===== src/rtl/mwfa_pkg.sv =====
// ---------------------------------------------------------------------------
// Word field ALU package
// Shared widths, command codes, item types and byte helpers for the
// sign-magnitude word field ALU.
// ---------------------------------------------------------------------------
package mwfa_pkg;

  // Word layout: five 6-bit bytes, byte 1 most significant.
  localparam int unsigned BYTE_W    = 6;
  localparam int unsigned NUM_BYTES = 5;
  localparam int unsigned MAG_W     = NUM_BYTES * BYTE_W;
  localparam int unsigned FIELD_W   = 3;
  localparam int unsigned CMD_W     = 2;

  // Highest legal field index.
  localparam logic [FIELD_W-1:0] MAX_FIELD = FIELD_W'(NUM_BYTES);

  // Bytes 1 to 3 sit above this bit; any of them set flags an index overflow.
  localparam int unsigned INDEX_LSB = (NUM_BYTES - 3) * BYTE_W;

  // Command codes. The last code passes the destination word through.
  typedef enum logic [CMD_W-1:0] {
    CMD_MERGE  = 2'd0,
    CMD_ADD    = 2'd1,
    CMD_NEGATE = 2'd2,
    CMD_PASS   = 2'd3
  } cmd_e;

  // One input item as held in the input register.
  typedef struct packed {
    logic [CMD_W-1:0]   command;
    logic               dest_sign;
    logic [MAG_W-1:0]   dest_mag;
    logic               dest_ov;
    logic               src_sign;
    logic [MAG_W-1:0]   src_mag;
    logic               src_ov;
    logic [FIELD_W-1:0] field_left;
    logic [FIELD_W-1:0] field_right;
    logic               clear_sign;
    logic               align_from_source;
    logic               align_to_dest_right;
  } in_item_t;

  // Result of one datapath unit.
  typedef struct packed {
    logic             sign;
    logic [MAG_W-1:0] mag;
    logic             ov;
    logic             bad;
  } unit_res_t;

  // One result item as held in the output register.
  typedef struct packed {
    logic             result_sign;
    logic [MAG_W-1:0] result_mag;
    logic             result_ov;
    logic             index_overflow;
    logic             bad_field;
  } out_item_t;

  // Fetch byte idx (1..5) of a magnitude; other indexes give zero.
  function automatic logic [BYTE_W-1:0] get_byte(input logic [MAG_W-1:0]   mag,
                                                 input logic [FIELD_W-1:0] idx);
    logic [BYTE_W-1:0] b;
    b = '0;
    for (int unsigned i = 1; i <= NUM_BYTES; i++) begin
      if (idx == FIELD_W'(i)) begin
        b = mag[BYTE_W*(NUM_BYTES-i) +: BYTE_W];
      end
    end
    return b;
  endfunction

endpackage


===== src/rtl/mwfa_if.sv =====
// ---------------------------------------------------------------------------
// Word field ALU channels
// Valid/ready channels for command items and result items.
// ---------------------------------------------------------------------------

// Command channel: one operation with its operands and field controls.
interface mwfa_in_if import mwfa_pkg::*; ();
  logic               valid;
  logic               ready;
  logic [CMD_W-1:0]   command;
  logic               dest_sign;
  logic [MAG_W-1:0]   dest_mag;
  logic               dest_ov;
  logic               src_sign;
  logic [MAG_W-1:0]   src_mag;
  logic               src_ov;
  logic [FIELD_W-1:0] field_left;
  logic [FIELD_W-1:0] field_right;
  logic               clear_sign;
  logic               align_from_source;
  logic               align_to_dest_right;

  modport source (
    output valid, command, dest_sign, dest_mag, dest_ov, src_sign, src_mag, src_ov,
           field_left, field_right, clear_sign, align_from_source,
           align_to_dest_right,
    input  ready
  );

  modport sink (
    input  valid, command, dest_sign, dest_mag, dest_ov, src_sign, src_mag, src_ov,
           field_left, field_right, clear_sign, align_from_source,
           align_to_dest_right,
    output ready
  );
endinterface

// Result channel: one result word with its flags.
interface mwfa_out_if import mwfa_pkg::*; ();
  logic             valid;
  logic             ready;
  logic             result_sign;
  logic [MAG_W-1:0] result_mag;
  logic             result_ov;
  logic             index_overflow;
  logic             bad_field;

  modport source (
    output valid, result_sign, result_mag, result_ov, index_overflow, bad_field,
    input  ready
  );

  modport sink (
    input  valid, result_sign, result_mag, result_ov, index_overflow, bad_field,
    output ready
  );
endinterface


===== src/rtl/mix_word_field_alu_unit.sv =====
// ---------------------------------------------------------------------------
// Word field ALU
// Field merge, add and negate on sign-magnitude words of five 6-bit bytes,
// with an input register and a result register around the datapath.
// ---------------------------------------------------------------------------
//
//  Channel  Modport  Direction  Carries
//  cmd_i    sink     in         command, both operands, field controls
//  res_o    source   out        result word, overflow and field flags
//
// Every item passes through the input register and then the result register on
// its way from cmd_i to res_o, and a new item is taken in every cycle while
// res_o is ready. Reset clears the valid bits of both registers only. A stall
// on res_o holds the result register, and cmd_i keeps taking items until the
// input register is also full.
module mix_word_field_alu_unit import mwfa_pkg::*; (
  input  logic   clk_i,
  input  logic   rst_ni,
  mwfa_in_if.sink    cmd_i,
  mwfa_out_if.source res_o
);

  in_item_t  in_q;
  logic      in_valid_q;
  out_item_t out_d;
  out_item_t out_q;
  logic      out_valid_q;
  logic      out_ready;
  logic      in_ready;
  unit_res_t merge_res;
  unit_res_t add_res;
  unit_res_t sel_res;

  // Each register takes a new item when it is empty or being drained.
  assign out_ready = !out_valid_q || res_o.ready;
  assign in_ready  = !in_valid_q || out_ready;
  assign cmd_i.ready = in_ready;

  // Valid bits for both registers.
  always_ff @(posedge clk_i or negedge rst_ni) begin
    if (!rst_ni) begin
      in_valid_q  <= 1'b0;
      out_valid_q <= 1'b0;
    end else begin
      if (in_ready) begin
        in_valid_q <= cmd_i.valid;
      end
      if (out_ready) begin
        out_valid_q <= in_valid_q;
      end
    end
  end

  // Input register payload, loaded on a transfer.
  always_ff @(posedge clk_i) begin
    if (in_ready && cmd_i.valid) begin
      in_q.command             <= cmd_i.command;
      in_q.dest_sign           <= cmd_i.dest_sign;
      in_q.dest_mag            <= cmd_i.dest_mag;
      in_q.dest_ov             <= cmd_i.dest_ov;
      in_q.src_sign            <= cmd_i.src_sign;
      in_q.src_mag             <= cmd_i.src_mag;
      in_q.src_ov              <= cmd_i.src_ov;
      in_q.field_left          <= cmd_i.field_left;
      in_q.field_right         <= cmd_i.field_right;
      in_q.clear_sign          <= cmd_i.clear_sign;
      in_q.align_from_source   <= cmd_i.align_from_source;
      in_q.align_to_dest_right <= cmd_i.align_to_dest_right;
    end
  end

  mwfa_merge u_merge (
    .item_i (in_q),
    .res_o  (merge_res)
  );

  mwfa_add u_add (
    .dest_sign_i (in_q.dest_sign),
    .dest_mag_i  (in_q.dest_mag),
    .src_sign_i  (in_q.src_sign),
    .src_mag_i   (in_q.src_mag),
    .res_o       (add_res)
  );

  // Command select; negate and pass keep the destination magnitude and overflow, negate inverts its sign.
  always_comb begin
    sel_res.sign = in_q.dest_sign;
    sel_res.mag  = in_q.dest_mag;
    sel_res.ov   = in_q.dest_ov;
    sel_res.bad  = 1'b0;
    case (cmd_e'(in_q.command))
      CMD_MERGE:  sel_res = merge_res;
      CMD_ADD:    sel_res = add_res;
      CMD_NEGATE: sel_res.sign = !in_q.dest_sign;
      CMD_PASS:   sel_res.sign = in_q.dest_sign;
      default:    sel_res.sign = in_q.dest_sign;
    endcase
  end

  // Result word with the index overflow flag.
  always_comb begin
    out_d.result_sign    = sel_res.sign;
    out_d.result_mag     = sel_res.mag;
    out_d.result_ov      = sel_res.ov;
    out_d.index_overflow = sel_res.ov || (sel_res.mag[MAG_W-1:INDEX_LSB] != '0);
    out_d.bad_field      = sel_res.bad;
  end

  // Result register payload.
  always_ff @(posedge clk_i) begin
    if (out_ready && in_valid_q) begin
      out_q <= out_d;
    end
  end

  assign res_o.valid          = out_valid_q;
  assign res_o.result_sign    = out_q.result_sign;
  assign res_o.result_mag     = out_q.result_mag;
  assign res_o.result_ov      = out_q.result_ov;
  assign res_o.index_overflow = out_q.index_overflow;
  assign res_o.bad_field      = out_q.bad_field;

endmodule


===== src/rtl/mwfa_merge.sv =====
// ---------------------------------------------------------------------------
// Word field ALU partial field merge
// Copies source bytes into destination field L..R, in place or aligned
// to the right on either side, and works out the merged sign.
// ---------------------------------------------------------------------------
module mwfa_merge import mwfa_pkg::*; (
  input  in_item_t  item_i,
  output unit_res_t res_o
);

  logic               bad;
  logic [FIELD_W-1:0] lo;
  logic [FIELD_W-1:0] rhs;
  logic [FIELD_W-1:0] shift;
  logic [FIELD_W:0]   lo_shifted;
  logic [MAG_W-1:0]   mag;
  logic               sign;

  // Field checks; a zero left index selects the sign and starts at byte 1.
  assign bad        = (item_i.field_left > MAX_FIELD) || (item_i.field_right > MAX_FIELD);
  assign lo         = (item_i.field_left == '0) ? FIELD_W'(1) : item_i.field_left;
  assign rhs        = item_i.field_right;
  assign shift      = MAX_FIELD - rhs;
  assign lo_shifted = {1'b0, lo} + {1'b0, shift};

  // Sign: forced positive or kept, unless the field includes the sign.
  always_comb begin
    sign = item_i.clear_sign ? 1'b0 : item_i.dest_sign;
    if (item_i.field_left == '0) begin
      sign = item_i.src_sign;
    end
  end

  // Each destination byte picks its source byte independently.
  always_comb begin
    logic [FIELD_W-1:0] j;
    mag = item_i.dest_mag;
    for (int unsigned i = 1; i <= NUM_BYTES; i++) begin
      j = FIELD_W'(i);
      if (!bad) begin
        if (item_i.align_from_source) begin
          if (j >= lo && j <= rhs) begin
            mag[BYTE_W*(NUM_BYTES-i) +: BYTE_W] = get_byte(item_i.src_mag, j + shift);
          end
        end else if (item_i.align_to_dest_right) begin
          if ({1'b0, j} >= lo_shifted) begin
            mag[BYTE_W*(NUM_BYTES-i) +: BYTE_W] = get_byte(item_i.src_mag, j - shift);
          end
        end else begin
          if (j >= lo && j <= rhs) begin
            mag[BYTE_W*(NUM_BYTES-i) +: BYTE_W] = get_byte(item_i.src_mag, j);
          end
        end
      end
    end
  end

  assign res_o.sign = sign;
  assign res_o.mag  = mag;
  assign res_o.ov   = item_i.dest_ov | item_i.src_ov;
  assign res_o.bad  = bad;

endmodule


===== src/rtl/mwfa_add.sv =====
// ---------------------------------------------------------------------------
// Word field ALU adder
// Sign-magnitude add with a wrapping magnitude and carry-out overflow.
// ---------------------------------------------------------------------------
module mwfa_add import mwfa_pkg::*; (
  input  logic             dest_sign_i,
  input  logic [MAG_W-1:0] dest_mag_i,
  input  logic             src_sign_i,
  input  logic [MAG_W-1:0] src_mag_i,
  output unit_res_t        res_o
);

  logic [MAG_W:0] sum;
  logic [MAG_W:0] d_minus_s;
  logic [MAG_W:0] s_minus_d;

  // Both the sum and the two differences are formed side by side.
  assign sum       = {1'b0, dest_mag_i} + {1'b0, src_mag_i};
  assign d_minus_s = {1'b0, dest_mag_i} - {1'b0, src_mag_i};
  assign s_minus_d = {1'b0, src_mag_i} - {1'b0, dest_mag_i};

  // Like signs add; unlike signs subtract the smaller magnitude. An exact
  // zero keeps the first operand's sign.
  always_comb begin
    res_o.bad = 1'b0;
    if (dest_sign_i == src_sign_i) begin
      res_o.sign = dest_sign_i;
      res_o.mag  = sum[MAG_W-1:0];
      res_o.ov   = sum[MAG_W];
    end else if (d_minus_s[MAG_W]) begin
      res_o.sign = src_sign_i;
      res_o.mag  = s_minus_d[MAG_W-1:0];
      res_o.ov   = 1'b0;
    end else begin
      res_o.sign = dest_sign_i;
      res_o.mag  = d_minus_s[MAG_W-1:0];
      res_o.ov   = 1'b0;
    end
  end

endmodule


===== src/flat_wrapper.sv =====
// flat-port wrapper written by rule: the top's interface ports become plain ports
module mix_word_field_alu_unit_flat import mwfa_pkg::*;
  (clk_i, rst_ni, cmd_i_valid, cmd_i_command, cmd_i_dest_sign, cmd_i_dest_mag, cmd_i_dest_ov, cmd_i_src_sign, cmd_i_src_mag, cmd_i_src_ov, cmd_i_field_left, cmd_i_field_right, cmd_i_clear_sign, cmd_i_align_from_source, cmd_i_align_to_dest_right, cmd_i_ready, res_o_valid, res_o_result_sign, res_o_result_mag, res_o_result_ov, res_o_index_overflow, res_o_bad_field, res_o_ready);
  mwfa_in_if cmd_i_i ();
  mwfa_out_if res_o_i ();
  input  logic clk_i;
  input  logic rst_ni;
  input wire logic [$bits(cmd_i_i.valid)-1:0] cmd_i_valid;
  input wire logic [$bits(cmd_i_i.command)-1:0] cmd_i_command;
  input wire logic [$bits(cmd_i_i.dest_sign)-1:0] cmd_i_dest_sign;
  input wire logic [$bits(cmd_i_i.dest_mag)-1:0] cmd_i_dest_mag;
  input wire logic [$bits(cmd_i_i.dest_ov)-1:0] cmd_i_dest_ov;
  input wire logic [$bits(cmd_i_i.src_sign)-1:0] cmd_i_src_sign;
  input wire logic [$bits(cmd_i_i.src_mag)-1:0] cmd_i_src_mag;
  input wire logic [$bits(cmd_i_i.src_ov)-1:0] cmd_i_src_ov;
  input wire logic [$bits(cmd_i_i.field_left)-1:0] cmd_i_field_left;
  input wire logic [$bits(cmd_i_i.field_right)-1:0] cmd_i_field_right;
  input wire logic [$bits(cmd_i_i.clear_sign)-1:0] cmd_i_clear_sign;
  input wire logic [$bits(cmd_i_i.align_from_source)-1:0] cmd_i_align_from_source;
  input wire logic [$bits(cmd_i_i.align_to_dest_right)-1:0] cmd_i_align_to_dest_right;
  output wire logic [$bits(cmd_i_i.ready)-1:0] cmd_i_ready;
  output wire logic [$bits(res_o_i.valid)-1:0] res_o_valid;
  output wire logic [$bits(res_o_i.result_sign)-1:0] res_o_result_sign;
  output wire logic [$bits(res_o_i.result_mag)-1:0] res_o_result_mag;
  output wire logic [$bits(res_o_i.result_ov)-1:0] res_o_result_ov;
  output wire logic [$bits(res_o_i.index_overflow)-1:0] res_o_index_overflow;
  output wire logic [$bits(res_o_i.bad_field)-1:0] res_o_bad_field;
  input wire logic [$bits(res_o_i.ready)-1:0] res_o_ready;
  assign cmd_i_i.valid = cmd_i_valid;
  assign cmd_i_i.command = cmd_i_command;
  assign cmd_i_i.dest_sign = cmd_i_dest_sign;
  assign cmd_i_i.dest_mag = cmd_i_dest_mag;
  assign cmd_i_i.dest_ov = cmd_i_dest_ov;
  assign cmd_i_i.src_sign = cmd_i_src_sign;
  assign cmd_i_i.src_mag = cmd_i_src_mag;
  assign cmd_i_i.src_ov = cmd_i_src_ov;
  assign cmd_i_i.field_left = cmd_i_field_left;
  assign cmd_i_i.field_right = cmd_i_field_right;
  assign cmd_i_i.clear_sign = cmd_i_clear_sign;
  assign cmd_i_i.align_from_source = cmd_i_align_from_source;
  assign cmd_i_i.align_to_dest_right = cmd_i_align_to_dest_right;
  assign cmd_i_ready = cmd_i_i.ready;
  assign res_o_valid = res_o_i.valid;
  assign res_o_result_sign = res_o_i.result_sign;
  assign res_o_result_mag = res_o_i.result_mag;
  assign res_o_result_ov = res_o_i.result_ov;
  assign res_o_index_overflow = res_o_i.index_overflow;
  assign res_o_bad_field = res_o_i.bad_field;
  assign res_o_i.ready = res_o_ready;
  mix_word_field_alu_unit u_core (.clk_i(clk_i), .rst_ni(rst_ni), .cmd_i(cmd_i_i), .res_o(res_o_i));
endmodule

===== config.mk =====
export PLATFORM = sky130hd
export DESIGN_NAME = mix_word_field_alu_unit_flat
export DESIGN_NICKNAME = d
export VERILOG_FILES = /design/src/rtl/mwfa_pkg.sv /design/src/rtl/mwfa_if.sv /design/src/rtl/mix_word_field_alu_unit.sv /design/src/rtl/mwfa_merge.sv /design/src/rtl/mwfa_add.sv /design/src/flat_wrapper.sv
export SDC_FILE = /design/constraint.sdc
export NUM_CORES = 1
export LEC_CHECK = 0
export BUFFER_PORTS_ARGS = -buffer_cell sky130_fd_sc_hd__buf_2
export CAP_MARGIN = 10
export CORE_MARGIN = 2
export CORE_UTILIZATION = 40
export DETAILED_ROUTE_END_ITERATION = 16
export PLACE_DENSITY_LB_ADDON = 0.25
export SLEW_MARGIN = 20
export SYNTH_ARGS = -nofsm -noshare
export SYNTH_HDL_FRONTEND = slang
export SYNTH_SLANG_ARGS = --single-unit

===== constraint.sdc =====
create_clock -name clk_i -period 6.5 [get_ports clk_i]
set_input_delay 0.975 -clock clk_i [delete_from_list [all_inputs] [get_ports clk_i]]
set_output_delay 0.975 -clock clk_i [all_outputs]
set_load 0.01 [all_outputs]

==> impl_metrics.ini <==
[outcome]
status = complete, no violations

[critical_path]
worst_r2r_path_depth = 13
slowest_delay_ps = 750
cp_data_required_time_ps = 6640
cp_top_family = simple AND/OR/NAND/NOR gates
worstSetupPathType = reg -> reg
crit_chain = inv_1 > ha_1 > nand2_1 > nor2_1 > nand3_1 > nor3_2 > nor2_2 > o31ai_1 > mux2i_1 > or3_1 > a211oi_1 > o211ai_1 > or4_1
cp_num_buf_inv = 1
worst-path-stages = 13
crit_slowest_cell = o31ai_1
rr_endpoint = u_core.res_o.index_overflow
start_kind = register
reg2reg_from = u_core.in_q[35]
r2r_slack_ps = 760
crit_path_end_kind = register
worstPathArrival_ps = 5870
critPathMaxFanout = 16

[sta]
period_share_pct = 88.3
hold_viol = 0
rsz0062_at_grt = no
slew_violations = 0
relSlewSlack_pct = 30.3
finalClockSkew_ps = 15.3
fin_crit_ps = 5740
fmax_ghz = 0.174
setup_viol = 0
finalSetupTns_ps = 0
max_slew.worst_pin.slew_ps = 1030

[power_and_ir_drop]
p_leak_nw = 5.59
peakVddDrop_mv = 0.141
power_density_nw_per_um2 = 201

[clocking]
tritoncts = done
postCtsSetupBuffers = 0
clkLatencyLatePin_ps = 400
h-tree-depth = 3
cts_buffers = 9
cts-root-buf = clkbuf_16
path_clk_slew_ps = 100
cts_resized = 0
postCtsHoldBufs = 0
cts_buffer_depth = 2
cts_sinks = 111

[synthesis]
synth_compound_gate_area_share_pct = 33.8
synth_nets = 1854
syn_area_um2 = 12900
synth_xor_area_share_pct = 1.62
syn_area_per_cell_um2 = 7.74
synth_top_flop_cell = edfxtp_1
yosys.area_share.simple_pct = 18.2
synth_top_family_by_area = compound AO/OA/AOI/OAI gates
synth-async-reset-ratio_pct = 1.80
synth_mux_area_share_pct = 3.76
seq_area_frac_synth_pct = 25.7
synth-seq-cells = 111
synth_top_area_share_pct = 25.3
yosysTopAreaCell = edfxtp_1
synth_edf_count = 109
synth_fa_ha_area_share_pct = 10.1
syn_inst = 1673
synth_area_leaders = edfxtp_1 25%, ha_1 9.6%, a21oi_1 7.0%, o21ai_0 5.7%, nand2_1 4.5%
ys_warn_count = 0
synth_cell_types = 83

[die]
core_area_um2 = 31700
die_area_um2 = 33800
die_h_um = 184
io_pins = 115
die_x_um = 184
rows = 65
start_util_pct = 40.8

[route]
drtIter0Drc = 1986
viasPerCell = 6.93
drc = 0
vias = 14809
first_pass_iters = 6
detail-route-antenna-nets = 0
wirelength_um = 63000
wire_per_inst_um = 29.5

[layout]
fin_util_pct = 44.9
design_area_um2 = 14200
final_cell_mix = 180 x a21oi_1, 156 x nand2_1, 147 x o21ai_0, 140 x nor2_1, 114 x buf_2
nets = 1910
multi_input_area_um2 = 8760
drive_above_1_share_pct = 13.0
n_fill_cell = 3235
fin_cells = 2138
final_common_cell = a21oi_1
area_growth_syn_to_layout_pct = 10.0
seqCellArea_um2 = 3320

[global_routing]
grt_pass1_vias = 13558
antenna_found_initial = 1
grt_pass1_wl_um = 91000
overflow = 0
grt_max_degree = 72
grt_usage_pct = 36.9

[placement]
dp_hpwl_um = 48100
gp_congestion = 1.03
place_inst = 2120
port-buffer-count = 114
placed_area_um2 = 13900

[min_path]
hp-class = in -> async

[job]
cap_violations = 0
==> cells by family (layout without fill, tap and decap cells) <==
logic type,after synthesis,in the layout
fa+ha+maj,103,103
buf+inv,225,286
other cells,0,2
xor+xnor,24,24
mux,38,38
compound gates,671,671
simple gates,501,501
flops,111,111
==> metal layers <==
metal  vias to the layer above  global-route usage (%)  share of wire (%)
met3                       209                    7.41                 11
met4                         2                    19.7                6.0
met1                      7105                    52.5                 43
met2                      1066                    52.1                 41
met5                         -                       0              0.017
li1                       6427                       -                  -
==> cell type report <==
class                           instances  area share [%]
Antenna cell                            2          0.0351
Clock buffer                            9            1.58
Tap cell                              402            3.53
Inverter                              103            2.71
Sequential cell                       111            23.3
Clock inverter                          7           0.483
Multi-Input combinational cell       1337            61.5
Timing Repair Buffer                  167            6.80
==> power by group <==
group | internal (W) | switching, W | total [W]
sequential | 0.000861 | 0.0000782 | 0.000939
combinational | 0.000425 | 0.000894 | 0.00132
clock | 0.000273 | 0.000331 | 0.000604
==> cells in the mapped netlist, drive strengths merged, types with 9 or more instances <==
master	instances
clkbuf	98
a21o	17
nor3	46
nor2	142
a211oi	41
a21oi	182
nand2	159
o21ai	147
o221ai	18
ha	99
nor2b	19
a221oi	24
a31oi	26
o21bai	11
o21a	11
or3	13
a2111oi	9
mux2i	25
buf	24
inv	101
xnor2	16
edfxtp	109
a22oi	27
o211ai	31
nor4	11
o31ai	22
nand2b	15
nand4	20
nand3	37
o22ai	20
==> worst max-delay path by stage <==
stage                               start                          end
after floorplan            u_core.in_q[4]  u_core.res_o.index_overflow
after global placement    u_core.in_q[35]  u_core.res_o.index_overflow
after detailed placement  u_core.in_q[35]  u_core.res_o.index_overflow
after CTS                 u_core.in_q[35]  u_core.res_o.index_overflow
after global routing      u_core.in_q[19]  u_core.res_o.index_overflow
final                     u_core.in_q[35]  u_core.res_o.index_overflow
==> per-stage QoR <==
stage,total power (W),hold slack [ps],worst slack (ps)
global placement,0.00222,457,946
global route,0.00297,334,580
finish,0.00286,336,761
detailed placement,0.00221,472,978
CTS,0.00281,328,942
floorplan,0.00174,449,1270
==> state kept, by name, indices dropped and copies added, names as in the netlist <==
| signal | count |
|---|---|
| u_core.in_q | 75 |
| u_core.in_valid_q | 1 |
| u_core.res_o.bad_field | 1 |
| u_core.res_o.index_overflow | 1 |
| u_core.res_o.result_mag | 30 |
| u_core.res_o.result_ov | 1 |
| u_core.res_o.result_sign | 1 |
| u_core.res_o.valid | 1 |
Note: power is estimated with default switching activity, not from simulation.
